===== config.mk =====
export PLATFORM = sky130hd
export DESIGN_NAME = btec_pend_cell
export DESIGN_NICKNAME = d
export VERILOG_FILES = /design/src/rtl/core/btec_pkg.sv /design/src/rtl/core/btec_pend_cell.sv
export SDC_FILE = /design/constraint.sdc
export NUM_CORES = 1
export LEC_CHECK = 0
export CORE_AREA = 5 5 108 110
export DETAILED_ROUTE_END_ITERATION = 8
export DIE_AREA = 0 0 113 115
export DONT_BUFFER_PORTS = 1
export GPL_TIMING_DRIVEN = 0
export PLACE_DENSITY = 0.62
export SYNTH_ARGS = -nofsm -noshare
export SYNTH_HDL_FRONTEND = slang
export SYNTH_SLANG_ARGS = --single-unit

===== constraint.sdc =====
create_clock -name clk -period 5.8 [get_ports clk]
set_input_delay 1.74 -clock clk [delete_from_list [all_inputs] [get_ports clk]]
set_output_delay 1.74 -clock clk [all_outputs]
set_load 0.05 [all_outputs]

===== src/rtl/core/btec_pkg.sv =====
`timescale 1ns / 1ps
package btec_pkg;

  // Default sizes of the two cell rows.
  localparam int DefEntries = 16;
  localparam int DefPendingDepth = 16;

  // Most answers released by one fill.
  localparam int MaxResults = 16;
  localparam int ResCntW = $clog2(MaxResults + 1);

  // Result kinds.
  localparam logic [1:0] KIND_ANSWER = 2'd0;
  localparam logic [1:0] KIND_FETCH = 2'd1;
  localparam logic [1:0] KIND_OVERFLOW = 2'd2;

  // Input function codes.
  localparam logic FUNC_LOOKUP = 1'b0;
  localparam logic FUNC_FILL = 1'b1;

  // Configuration register indexes.
  localparam logic REG_CAPACITY = 1'b0;
  localparam logic REG_LRU = 1'b1;

  // One cached bounds entry.
  typedef struct packed {
    logic [15:0] id;
    logic [31:0] base;
    logic [31:0] size;
    logic        ro;
  } entry_t;

  // One parked lookup request.
  typedef struct packed {
    logic [15:0] id;
    logic [7:0]  tag;
    logic [31:0] addr;
    logic [31:0] uuid;
  } pend_t;

  // Per-cell control: load the broadcast word or take the right neighbor's word.
  typedef struct packed {
    logic load;
    logic shift;
  } cell_ctl_t;

endpackage


===== src/rtl/core/btec_pend_cell.sv =====
`timescale 1ns / 1ps
module btec_pend_cell (
  input  logic               clk,
  input  btec_pkg::cell_ctl_t ctl,
  input  btec_pkg::pend_t    right,
  input  btec_pkg::pend_t    load_data,
  input  logic [15:0]        key,
  output btec_pkg::pend_t    q,
  output logic               match
);
  import btec_pkg::*;

  // Hold one parked request; the row closes gaps by shifting toward the oldest.
  always_ff @(posedge clk) begin
    if (ctl.load) begin
      q <= load_data;
    end else if (ctl.shift) begin
      q <= right;
    end
  end

  assign match = (q.id == key);
endmodule


==> summary.txt <==
Clocking
  • CTS tree: built
  • Htree depth: 3
  • Total CTS buffers: 9
  • # clock sinks: 88
  • Post-cts sizing count: 0
  • Post-CTS setup buffer count: 0
  • Hold Buf Count CTS: 0
  • Max clock buf depth: 2
  • CTS root buffer: clkbuf_8
  • Clock transition at path regs: ~0.090 ns

Die
  • Core Box Area: about 11000 µm²
  • Die height: 115 µm
  • FP Rows: 38
  • Die ar.: 13000 µm²
  • IO Count: about 280
  • Starting density of the core: 0.369
  • Die width: 113 µm

Detailed routing
  • DR WL met3: 1150 µm
  • Wire per inst: 25.4 µm
  • Uppermost routed layer: met5
  • Vias/cell: 5.20
  • Antenna Nets Post-Route: 0
  • Drt total wl: slightly above 9000 µm
  • DR iter-0 viols: 110
  • DRC Markers: 0
  • Drt pass-1 iters: 4
  • Met2 wire length: 4880 µm
  • Via Count: 1898
  • M1 wire length: 2970 µm

Yosys
  • Post-synth top area cell: edfxtp_1
  • Syn Nets: around 400
  • Number of synthesized register bits: 88
  • Synth Instances: 208
  • Register area share after synthesis: 0.675
  • Synth top area cells: edfxtp_1 (68%), mux2_2 (23%), xnor2_1 (3.6%)
  • Count of cell types in the netlist: 9
  • Mapped Avg Cell Area: 18.8 µm²
  • Ys Warns: 0
  • Mapped cell area: roughly 3900 µm²
  • Synth top area share: 0.675

Final layout
  • Layout cells sized above 1: 0.507
  • Max FFs per register: 88
  • Layout Nets: slightly above 400
  • Number of diodes: 0
  • Layout area overhead: 9.62%
  • Largest reg by FF count: q
  • Top Registers: q: 88 flops
  • Non-filler cells, final: 365
  • Fillcell total: 961

Run status
  • Outcome: finished, final reports clean

Placement
  • Placed Cells: approximately 350
  • Gpl congestion: around 0.74
  • Port bufs: 0
  • DP HPWL: 7430 µm

STA
  • Max_slew headroom: 0.206
  • RSZ-0062 raised after global routing: no
  • Hold_ws: 1.60 ns
  • Fin crit period: 4.87 ns
  • Final Slew Violations: 0
  • Final setup vio count: 0
  • Final Hold Viols: 0
  • Final period util: 0.839
  • Tightest Pin Transition: approximately 1.2 ns
  • Max Clk Rate: 206 MHz
  • Fin Setup TNS: 0 ns

Worst setup path
  • Crit path DAT: 3.13 ns
  • Crit Path Category: in -> out
  • Crit path to: match
  • CP startpoint: key[6]
  • Worst path max stage delay: 1.02 ns
  • Critical-path top delay cell: nor4_2
  • CP Capture Type: primary output
  • Worst Path Max Fanout: 1
  • Startpoint types: input pin
  • Critical-path cell list: xnor2_1 > nand4_1 > nor4_2
  • Critical Path RT: 4.06 ns

Power
  • Ratio of total power to cell area: 359 nW/µm²
  • Maximum vdd drop: 0.000123 V
  • Leakage power: 1.45 nW
  • Sw power: 0.535 mW
  • Flop pwr share: 0.694
  • Pint: 1.01 mW
  • Clock power share: 0.235
  • Comb pwr share: 0.071
  • Switch share: 0.347

Global routing
  • Initial antenna violation count: 1
  • First-pass GRT wire length: 12500 µm
  • Total gr overflow: 0
  • Largest net degree at the start of global routing: 49
  • Number of global-route vias before repair: 2165
  • GRT Overall Usage: 0.132

Min path
  • HP Class: in -> reg

Flow run
  • Max-cap violation count: 0
power by group through the flow:
stage	logic (mW)	clock network, mW	registers [mW]
floorplan	0.0900	0	1.07
global placement	0.105	0	1.09
detailed placement	0.112	0	1.08
CTS	0.112	0.380	1.07
global route	0.119	0.411	1.08
finish	0.109	0.363	1.07
metrics by stage:
stage / worst slack (ns) / cell area [µm²] / utilization / total power, mW
global placement: 0.335 / 4090 / 0.386 / 1.19
detailed placement: 0.917 / 4130 / 0.389 / 1.20
finish: 0.934 / 4290 / 0.405 / 1.54
floorplan: 0.521 / 3910 / - / 1.16
global route: 0.854 / 4290 / 0.405 / 1.61
CTS: 0.909 / 4290 / 0.405 / 1.56
cell usage in the layout, fill, tap and decap left out, drive strengths merged:
| master | n |
|---|---|
| buf | 11 |
| clkbuf | 11 |
| clkinv | 1 |
| clkinvlp | 4 |
| edfxtp | 88 |
| mux2 | 88 |
| nand4 | 4 |
| nor4 | 1 |
| or2 | 1 |
| xnor2 | 16 |
synthesized netlist by cell type:
| library cell | count |
|---|---|
| edfxtp_1 | 88 |
| mux2_2 | 79 |
| xnor2_1 | 16 |
| mux2_4 | 9 |
| buf_2 | 7 |
| nand4_1 | 4 |
| buf_6 | 3 |
| nor4_1 | 1 |
| or2_1 | 1 |
routing by layer:
layer,track usage,up-vias
met4,0.0817,2
met2,0.230,159
li1,-,828
met1,0.123,893
met5,0,-
met3,0.0663,16
worst min path at each step:
| stage | from | endpoint | slack (ns) | cells after the start |
|---|---|---|---|---|
| after floorplan | load_data[76] | q[76] | 1.96 | 1 |
| after global placement | load_data[80] | q[80] | 1.96 | 1 |
| after detailed placement | load_data[80] | q[80] | 1.96 | 1 |
| after CTS | right[49] | q[49] | 1.57 | 1 |
| after global routing | load_data[79] | q[79] | 1.57 | 1 |
| final | right[70] | q[70] | 1.60 | 1 |
cell type report:
type                    instances  area, µm²  area share
flip-flops and latches         88       2640       0.616
multi-input cells             110       1210       0.282
clock inverters                 5       33.8     0.00787
plain buffers                  10       68.8      0.0160
repair buffers                  1       27.5     0.00642
clock buffers                  11        131      0.0306
well taps                     140        175      0.0408
cells by family (layout without fill, tap and decap cells):
| family | count (synthesis) | after routing | synth area share |
|---|---|---|---|
| multiplexers | 88 | 88 | 0.262 |
| flip-flops | 88 | 88 | 0.675 |
| XOR/XNOR | 16 | 16 | 0.0358 |
| buffers and inverters | 10 | 27 | 0.0176 |
| AND/OR/NAND/NOR | 6 | 6 | 0.00959 |
worst max-delay path: cells and delay by family:
family	cells	cell delay, ns
xor gates and xnor gates	1	0.18
and+or+nand+nor	2	1.20
Note: power is estimated with default switching activity, not from simulation.
